===== config.mk =====
export PLATFORM = sky130hd
export DESIGN_NAME = x86_64_instruction_byte_encoder
export DESIGN_NICKNAME = d
export VERILOG_FILES = /design/src/sv/xibe_pkg.sv /design/src/sv/x86_64_instruction_byte_encoder.sv /design/src/sv/xibe_front.sv /design/src/sv/xibe_queue.sv /design/src/sv/xibe_back.sv
export SDC_FILE = /design/constraint.sdc
export NUM_CORES = 1
export LEC_CHECK = 0
export ABC_AREA = 0
export BUFFER_PORTS_ARGS = -buffer_cell sky130_fd_sc_hd__buf_2
export CAP_MARGIN = 20
export CORE_ASPECT_RATIO = 1.4
export CORE_MARGIN = 2
export CORE_UTILIZATION = 35
export CTS_CLUSTER_SIZE = 24
export DETAILED_ROUTE_END_ITERATION = 10
export RECOVER_POWER = 50
export SYNTH_ARGS = -nofsm -noshare
export SYNTH_HDL_FRONTEND = slang
export SYNTH_SLANG_ARGS = --single-unit

===== constraint.sdc =====
create_clock -name clock -period 25.8 [get_ports clock]
set_input_delay 3.87 -clock clock [delete_from_list [all_inputs] [get_ports clock]]
set_output_delay 3.87 -clock clock [all_outputs]
set_load 0.01 [all_outputs]

===== src/sv/xibe_pkg.sv =====
package xibe_pkg;

   // Default build settings.
   localparam int OPCODE_BYTES_DEFAULT = 3;
   localparam int QUEUE_DEPTH_DEFAULT = 2;

   // Longest instruction: REX, three opcode bytes, ModR/M, disp32, imm64.
   localparam int MAX_CODE_BYTES = 17;
   localparam int IMM_BYTES_MAX = 8;
   localparam int IDX_W = $clog2(MAX_CODE_BYTES);
   localparam int LEN_W = 5;

   // Addressing modes.
   localparam logic [2:0] AM_REG = 3'd0;
   localparam logic [2:0] AM_RM = 3'd1;
   localparam logic [2:0] AM_DEREF = 3'd2;
   localparam logic [2:0] AM_DISP8 = 3'd3;
   localparam logic [2:0] AM_DISP32 = 3'd4;

   // Relocation kinds.
   localparam logic [1:0] RK_DISP = 2'd1;
   localparam logic [1:0] RK_IMM = 2'd2;

   // Fixed byte patterns.
   localparam logic [7:0] REX_BASE = 8'h40;
   localparam logic [1:0] MOD_REG = 2'b11;
   localparam logic [1:0] MOD_DEREF = 2'b00;
   localparam logic [1:0] MOD_DISP8 = 2'b01;
   localparam logic [1:0] MOD_DISP32 = 2'b10;
   localparam logic [2:0] RM_SIB = 3'd4;

   typedef enum logic [1:0] {
      ST_OK    = 2'd0,
      ST_SPACE = 2'd1,
      ST_MODE  = 2'd2,
      ST_SIB   = 2'd3
   } status_type;

   // One classified instruction, as it travels from front to back.
   typedef struct packed {
      status_type status;
      logic has_bytes;
      logic [LEN_W-1:0] length;
      logic [LEN_W-1:0] roff;
      logic [LEN_W-1:0] count;
      logic [MAX_CODE_BYTES-1:0][7:0] code;
   } item_type;

endpackage


===== src/sv/x86_64_instruction_byte_encoder.sv =====
// The first beat of an instruction passes through the queue entry, then the single output
// register of the back end. One result beat per cycle while the receiver pops; an instruction
// gives as many beats as it has bytes (a single beat for an error or empty result).
// The front end takes one instruction per cycle while the two-entry queue has room.
// Reset is synchronous and clears the queue pointers, the beat index and the output valid.
module x86_64_instruction_byte_encoder
   import xibe_pkg::*;
#(
   parameter int MAX_OPCODE_BYTES = OPCODE_BYTES_DEFAULT,
   parameter int QUEUE_DEPTH = QUEUE_DEPTH_DEFAULT
) (
   input  logic        clock,
   input  logic        reset,
   input  logic        push,
   output logic        full,
   input  logic [23:0] req_opcode_value,
   input  logic [1:0]  req_opcode_bytes,
   input  logic        req_wide_operand,
   input  logic [3:0]  req_reg_field,
   input  logic [3:0]  req_rm_field,
   input  logic [2:0]  req_address_mode,
   input  logic [31:0] req_displacement,
   input  logic [63:0] req_immediate,
   input  logic [3:0]  req_immediate_bytes,
   input  logic [1:0]  req_relocation_kind,
   input  logic [4:0]  req_space_left,
   output logic        empty,
   input  logic        pop,
   output logic [7:0]  rsp_code_byte,
   output logic        rsp_byte_valid,
   output logic        rsp_last_of_run,
   output logic [4:0]  rsp_total_length,
   output logic [4:0]  rsp_relocation_offset,
   output logic [1:0]  rsp_status
);

   item_type front_item;
   item_type head_item;
   logic     head_valid;
   logic     head_pop;

   // Classify the incoming instruction and lay out its bytes.
   xibe_front #(
      .MAX_OPCODE_BYTES(MAX_OPCODE_BYTES)
   ) u_front (
      .opcode_value(req_opcode_value),
      .opcode_bytes(req_opcode_bytes),
      .wide_operand(req_wide_operand),
      .reg_field(req_reg_field),
      .rm_field(req_rm_field),
      .address_mode(req_address_mode),
      .displacement(req_displacement),
      .immediate(req_immediate),
      .immediate_bytes(req_immediate_bytes),
      .relocation_kind(req_relocation_kind),
      .space_left(req_space_left),
      .item(front_item)
   );

   // Decoupling queue between front and back.
   xibe_queue #(
      .DEPTH(QUEUE_DEPTH)
   ) u_queue (
      .clock(clock),
      .reset(reset),
      .wr_en(push),
      .wr_item(front_item),
      .full(full),
      .rd_en(head_pop),
      .rd_valid(head_valid),
      .rd_item(head_item)
   );

   // Stream the bytes out one beat at a time.
   xibe_back u_back (
      .clock(clock),
      .reset(reset),
      .head_valid(head_valid),
      .head_item(head_item),
      .head_pop(head_pop),
      .empty(empty),
      .pop(pop),
      .code_byte(rsp_code_byte),
      .byte_valid(rsp_byte_valid),
      .last_of_run(rsp_last_of_run),
      .total_length(rsp_total_length),
      .relocation_offset(rsp_relocation_offset),
      .status(rsp_status)
   );

   // A beat that carries a byte belongs to a good instruction of nonzero length.
   a_byte_ok: assert property (@(posedge clock) disable iff (reset)
      !empty && rsp_byte_valid |-> rsp_status == ST_OK && rsp_total_length != '0)
      else $error("byte beat with error status or zero length");

   // A beat without a byte is always the only beat of its instruction.
   a_nobyte_single: assert property (@(posedge clock) disable iff (reset)
      !empty && !rsp_byte_valid |-> rsp_last_of_run && rsp_code_byte == 8'h00)
      else $error("byte-less beat is not a single final beat");

   // An error result reports neither length nor relocation.
   a_err_clean: assert property (@(posedge clock) disable iff (reset)
      !empty && rsp_status != ST_OK |-> rsp_total_length == '0 &&
      rsp_relocation_offset == '0)
      else $error("error beat carries length or relocation");

   // The queue only releases an instruction while it holds one.
   a_pop_valid: assert property (@(posedge clock) disable iff (reset)
      head_pop |-> head_valid)
      else $error("queue read while empty");

endmodule


===== src/sv/xibe_front.sv =====
module xibe_front
   import xibe_pkg::*;
#(
   parameter int MAX_OPCODE_BYTES = OPCODE_BYTES_DEFAULT
) (
   input  logic [23:0] opcode_value,
   input  logic [1:0]  opcode_bytes,
   input  logic        wide_operand,
   input  logic [3:0]  reg_field,
   input  logic [3:0]  rm_field,
   input  logic [2:0]  address_mode,
   input  logic [31:0] displacement,
   input  logic [63:0] immediate,
   input  logic [3:0]  immediate_bytes,
   input  logic [1:0]  relocation_kind,
   input  logic [4:0]  space_left,
   output item_type    item
);

   logic             mode_bad;
   logic             sib_conflict;
   logic [1:0]       opc_n;
   logic [3:0]       imm_n;
   logic             rex_n;
   logic             modrm_n;
   logic [2:0]       disp_n;
   logic [LEN_W-1:0] b1;
   logic [LEN_W-1:0] b2;
   logic [LEN_W-1:0] b3;
   logic [LEN_W-1:0] len;
   logic [LEN_W-1:0] roff;
   logic [7:0]       rex_byte;
   logic [7:0]       modrm_byte;
   logic [1:0]       mod_bits;
   logic [31:0]      opc_word;
   status_type       status;

   // Mode checks and segment sizes.
   always_comb begin
      mode_bad = address_mode > AM_DISP32;
      sib_conflict = (address_mode == AM_DEREF || address_mode == AM_DISP8 ||
                      address_mode == AM_DISP32) && rm_field[2:0] == RM_SIB;
      if (int'(opcode_bytes) > MAX_OPCODE_BYTES) begin
         opc_n = 2'(MAX_OPCODE_BYTES);
      end else begin
         opc_n = opcode_bytes;
      end
      if (immediate_bytes > 4'(IMM_BYTES_MAX)) begin
         imm_n = 4'(IMM_BYTES_MAX);
      end else begin
         imm_n = immediate_bytes;
      end
      rex_n = wide_operand | reg_field[3] | rm_field[3];
      modrm_n = address_mode != AM_REG;
      case (address_mode)
         AM_DISP8: begin
            disp_n = 3'd1;
            mod_bits = MOD_DISP8;
         end
         AM_DISP32: begin
            disp_n = 3'd4;
            mod_bits = MOD_DISP32;
         end
         AM_RM: begin
            disp_n = 3'd0;
            mod_bits = MOD_REG;
         end
         default: begin
            disp_n = 3'd0;
            mod_bits = MOD_DEREF;
         end
      endcase
   end

   // Segment boundaries, length and relocation offset.
   always_comb begin
      b1 = LEN_W'(rex_n) + LEN_W'(opc_n);
      b2 = b1 + LEN_W'(modrm_n);
      b3 = b2 + LEN_W'(disp_n);
      len = b3 + LEN_W'(imm_n);
      if (relocation_kind == RK_DISP && modrm_n) begin
         roff = b2;
      end else if (relocation_kind == RK_IMM) begin
         roff = b3;
      end else begin
         roff = '0;
      end
      if (mode_bad) begin
         status = ST_MODE;
      end else if (sib_conflict) begin
         status = ST_SIB;
      end else if (len > space_left) begin
         status = ST_SPACE;
      end else begin
         status = ST_OK;
      end
   end

   // Fixed bytes: REX, merged opcode and ModR/M.
   always_comb begin
      rex_byte = REX_BASE | {4'b0000, wide_operand, reg_field[3], 1'b0, rm_field[3]};
      modrm_byte = {mod_bits, reg_field[2:0], rm_field[2:0]};
      opc_word = {8'h00, opcode_value};
      if (address_mode == AM_REG) begin
         opc_word[2:0] = opcode_value[2:0] | rm_field[2:0];
      end
   end

   // Lay out every byte position; each one picks its segment.
   always_comb begin
      logic [LEN_W-1:0] pos;
      logic [LEN_W-1:0] d_opc;
      logic [LEN_W-1:0] d_disp;
      logic [LEN_W-1:0] d_imm;
      item.status = status;
      item.has_bytes = status == ST_OK && len != '0;
      item.length = (status == ST_OK) ? len : '0;
      item.roff = (status == ST_OK) ? roff : '0;
      item.count = item.has_bytes ? len : LEN_W'(1);
      for (int p = 0; p < MAX_CODE_BYTES; p++) begin
         pos = LEN_W'(p);
         d_opc = pos - LEN_W'(rex_n);
         d_disp = pos - b2;
         d_imm = pos - b3;
         if (pos < LEN_W'(rex_n)) begin
            item.code[p] = rex_byte;
         end else if (pos < b1) begin
            item.code[p] = opc_word[{d_opc[1:0], 3'b000} +: 8];
         end else if (pos < b2) begin
            item.code[p] = modrm_byte;
         end else if (pos < b3) begin
            item.code[p] = displacement[{d_disp[1:0], 3'b000} +: 8];
         end else begin
            item.code[p] = immediate[{d_imm[2:0], 3'b000} +: 8];
         end
      end
   end

endmodule


===== src/sv/xibe_queue.sv =====
module xibe_queue
   import xibe_pkg::*;
#(
   parameter int DEPTH = QUEUE_DEPTH_DEFAULT
) (
   input  logic     clock,
   input  logic     reset,
   input  logic     wr_en,
   input  item_type wr_item,
   output logic     full,
   input  logic     rd_en,
   output logic     rd_valid,
   output item_type rd_item
);

   localparam int PTR_W = (DEPTH > 1) ? $clog2(DEPTH) : 1;
   localparam int CNT_W = $clog2(DEPTH + 1);

   item_type           entry_ff [DEPTH];
   logic [PTR_W-1:0]   wr_ptr_ff, wr_ptr_in;
   logic [PTR_W-1:0]   rd_ptr_ff, rd_ptr_in;
   logic [CNT_W-1:0]   count_ff, count_in;
   logic               do_wr;
   logic               do_rd;

   assign full = count_ff == CNT_W'(DEPTH);
   assign rd_valid = count_ff != '0;
   assign rd_item = entry_ff[rd_ptr_ff];
   assign do_wr = wr_en && !full;
   assign do_rd = rd_en && rd_valid;

   // Pointer and fill count update with wrap at the depth.
   always_comb begin
      wr_ptr_in = wr_ptr_ff;
      rd_ptr_in = rd_ptr_ff;
      if (do_wr) begin
         wr_ptr_in = (wr_ptr_ff == PTR_W'(DEPTH - 1)) ? '0 : wr_ptr_ff + 1'b1;
      end
      if (do_rd) begin
         rd_ptr_in = (rd_ptr_ff == PTR_W'(DEPTH - 1)) ? '0 : rd_ptr_ff + 1'b1;
      end
      count_in = count_ff + CNT_W'(do_wr) - CNT_W'(do_rd);
   end

   always_ff @(posedge clock) begin
      if (reset) begin
         wr_ptr_ff <= '0;
         rd_ptr_ff <= '0;
         count_ff <= '0;
      end else begin
         wr_ptr_ff <= wr_ptr_in;
         rd_ptr_ff <= rd_ptr_in;
         count_ff <= count_in;
      end
   end

   // Entry storage.
   always_ff @(posedge clock) begin
      if (do_wr) begin
         entry_ff[wr_ptr_ff] <= wr_item;
      end
   end

endmodule


===== src/sv/xibe_back.sv =====
module xibe_back
   import xibe_pkg::*;
(
   input  logic             clock,
   input  logic             reset,
   input  logic             head_valid,
   input  item_type         head_item,
   output logic             head_pop,
   output logic             empty,
   input  logic             pop,
   output logic [7:0]       code_byte,
   output logic             byte_valid,
   output logic             last_of_run,
   output logic [LEN_W-1:0] total_length,
   output logic [LEN_W-1:0] relocation_offset,
   output logic [1:0]       status
);

   logic [IDX_W-1:0] idx_ff, idx_in;
   logic             out_valid_ff, out_valid_in;
   logic [7:0]       byte_ff;
   logic             byte_valid_ff;
   logic             last_ff;
   logic [LEN_W-1:0] len_ff;
   logic [LEN_W-1:0] roff_ff;
   status_type       status_ff;
   logic             load;
   logic             is_last;

   // A new beat enters the output register when it is free or being drained.
   assign load = head_valid && (!out_valid_ff || pop);
   assign is_last = LEN_W'(idx_ff) + 1'b1 == head_item.count;
   assign head_pop = load && is_last;

   always_comb begin
      idx_in = idx_ff;
      out_valid_in = out_valid_ff;
      if (load) begin
         out_valid_in = 1'b1;
         idx_in = is_last ? '0 : idx_ff + 1'b1;
      end else if (pop) begin
         out_valid_in = 1'b0;
      end
   end

   always_ff @(posedge clock) begin
      if (reset) begin
         idx_ff <= '0;
         out_valid_ff <= 1'b0;
      end else begin
         idx_ff <= idx_in;
         out_valid_ff <= out_valid_in;
      end
   end

   // Output beat payload.
   always_ff @(posedge clock) begin
      if (load) begin
         byte_ff <= head_item.has_bytes ? head_item.code[idx_ff] : 8'h00;
         byte_valid_ff <= head_item.has_bytes;
         last_ff <= is_last;
         len_ff <= head_item.length;
         roff_ff <= head_item.roff;
         status_ff <= head_item.status;
      end
   end

   assign empty = !out_valid_ff;
   assign code_byte = byte_ff;
   assign byte_valid = byte_valid_ff;
   assign last_of_run = last_ff;
   assign total_length = len_ff;
   assign relocation_offset = roff_ff;
   assign status = status_ff;

endmodule


==> run metrics <==
status=complete, but fails checks; violated checks=capacitance limit, slew limit; initial antenna violation count=0; Worst Hold End=u_back.idx_ff[0]; Iter 0 DRT Violations=~1300; crit start category=primary input; htree depth=2; worst-case vdd ir drop=between 0.04 and 0.05 mV; Via Count=14847; kind of critical path=primary input to register; largest net degree at the start of global routing=71; Final Total Pwr=between 2 and 2.5 mW; die area=around 60000 um2; crit-path max FO=63; P&R area growth vs syn=13.3%; slew margin rel.=-1.92; Placed Cells=roughly 2400; Hold Vio Cnt, Final=0; total CTS buffers=34; Seq cells post-synth=341; Slew @ Worst Pin=approximately 4.4 ns; Reg area=between 10000 and 15000 um2; Synth async-reset ratio=0; Core Area=approximately 58000 um2; Setup Viol. Count Final=0; share of cells above drive strength 1=0.271; Hold Startpoint=u_back.idx_ff[0]; ant diodes=0; Yosys top cell by area=edfxtp_1; Yosys top cell area share=0.487; Fin Setup TNS=0 ns; Die Wd=~210 um; post-CTS resize count=0; WL/cell=around 33 um; worst-skew pair later-pin latency=~0.54 ns; GRT Util Overall=0.267; reg2reg setup slack=approximately 17 ns; final antenna-violating net count=0; Critical Path RT=approximately 26 ns; sw power=approximately 0.9 mW; # rows=about 100; ys flop type=edfxtp_1; clock network fraction of total power=0.207; internal power=around 1.4 mW; clk slew on worst S/H paths=0.06 ns; drt via density=about 6; post-synthesis sequential area ratio=0.498; FF-to-FF path depth=7; Nets=1903; Yosys warning count=0; f_max=roughly 91 MHz; HPWL Detailed=about 63000 um; Worst Setup End Kind=register; PortBufs=172; Final min period=between 10 and 15 ns; top post-synthesis cells by area=edfxtp_1, mux4_2, mux2i_1; top post-synthesis cells by count=edfxtp_1, mux2i_1, nand2_1, mux4_2, o21ai_0; Pre-Repair DR Iteration Count=5; combinational cell fraction of total power=0.417; most common cell in the netlist=edfxtp_1; first-pass GRT wire length=about 110000 um; HP Class=register to register; crit path DAT=about 11 ns; I/O pin cnt=~170; WL final=between 80000 and 90000 um; Slew Viols, Final=between 400 and 500; pwr dens=~100 nW/um2; RSZ-0062 raised after global routing=no; Net Sw Frac=0.384; Netlist cell types=72; TritonCTS clock tree=done; Starting Density=0.354; Cell Area, Synth=~20000 um2; Worst Hold Depth=2; GP Congestion=0.982; Fin Clk Skew=around 0.020 ns; Root Buffer=clkbuf_16; sequential power share=0.376; Synth Instances=1580; leakage power figure=8.11 nW; grt ovf=0; Tcrit/Tclk final=0.425; # hold bufs at CTS=0; EDFF count, synth=330; DP Area=around 22000 um2; Fillers=between 5000 and 6000; FF-to-FF End=u_back.code_byte[6]; Finished Layout Cells=approximately 2500; # DRC=0; CTS max path bufs=3; Die H=289 um; design area=around 23000 um2; post-synthesis area per instance=around 13 um2; Multi-input gate area=roughly 9600 um2; syn_nets=approximately 1800; vias in the first global route=approximately 15000; CTS sink count=about 340; max-cap violations=9; postcts setup bufs=0
==> placed cells by master, fill, tap and decap left out, types with 9 or more instances in the layout <==
cell       count
ha_1          24
a21oi_1       92
o221ai_1      15
o22ai_1       24
nor3b_1        9
nor2b_1        9
edfxtp_1     330
a32oi_1       10
buf_2        147
dfxtp_1        9
clkbuf_16     34
o21ai_1        9
nor2_1        61
clkbuf_1      40
mux2_2        91
mux2i_1      180
a22oi_1       14
nor3_1        39
inv_1         32
mux4_2       114
o21ai_0      106
nand3_1       16
nand2_1      140
buf_4         37
==> cells by family after synthesis <==
logic type,count (synthesis),synth area share
muxes,393,0.270
buffers and inverters,149,0.0312
and+or+nand+nor,314,0.0712
adders and majority gates,29,0.0186
xor gates and xnor gates,14,0.00836
AOI/OAI and AO/OA,340,0.103
DFF,341,0.498
==> power by group through the flow <==
stage / registers [mW] / logic, mW / clock network, mW
5_1_grt: 0.885 / 1.01 / 0.510
6_report: 0.873 / 0.969 / 0.482
3_5_place_dp: 0.877 / 0.957 / 0
2_1_floorplan: 0.885 / 0.555 / 0
4_1_cts: 0.865 / 0.961 / 0.490
3_3_place_gp: 0.869 / 0.952 / 0
==> state kept, by name (all words and copies together), names as in the netlist, named ones only <==
register / count
u_queue.entry_ff: 308
u_back.code_byte: 8
u_back.idx_ff: 5
u_back.relocation_offset: 5
u_back.total_length: 5
u_back.status: 2
u_queue.count_ff: 2
u_back.byte_valid: 1
u_back.last_of_run: 1
u_back.out_valid_ff: 1
u_queue.rd_ptr_ff: 1
u_queue.wr_ptr_ff: 1
==> stage by stage <==
step	hold slack (ns)	utilization	worst slack (ns)
after global placement	0.477	0.383	14.04
final	0.501	0.401	14.84
after detailed placement	0.494	0.383	13.81
after CTS	0.500	0.402	14.35
after global routing	0.536	0.401	14.20
after floorplan	0.463	-	14.78
==> area by class of cell <==
cell class | instances | area share
clock buffers | 38 | 0.0380
clock inverters | 23 | 0.00809
inverters | 35 | 0.00581
multi-input cells | 1090 | 0.417
flip-flops and latches | 341 | 0.439
well taps | 742 | 0.0403
repair buffers | 223 | 0.0517
==> metal layers <==
metal / wire length, um / part of all wire / global-route usage
met1: 31200 / 0.38 / 0.321
met2: 40900 / 0.50 / 0.471
met3: 3980 / 0.049 / 0.0250
met4: 5360 / 0.066 / 0.156
met5: 0 / 0 / 0
==> worst max-delay path, stage by stage <==
cell	delay (ns)
clkbuf_1	0.09
and3_1	1.37
clkbuf_1	2.84
clkbuf_1	2.75
==> how the worst max path moves through the flow <==
stage | start | end | slack (ns) | depth (start not counted)
floorplan | push | u_queue.entry_ff[0][0] | 14.78 | 2
global placement | req_reg_field[3] | u_queue.entry_ff[0][3] | 14.04 | 17
detailed placement | req_reg_field[3] | u_queue.entry_ff[1][3] | 13.81 | 17
CTS | req_reg_field[3] | u_queue.entry_ff[0][3] | 14.35 | 17
global route | push | u_queue.entry_ff[1][36] | 14.20 | 4
finish | push | u_queue.entry_ff[1][8] | 14.84 | 4
(Power assumes the default switching activity.)
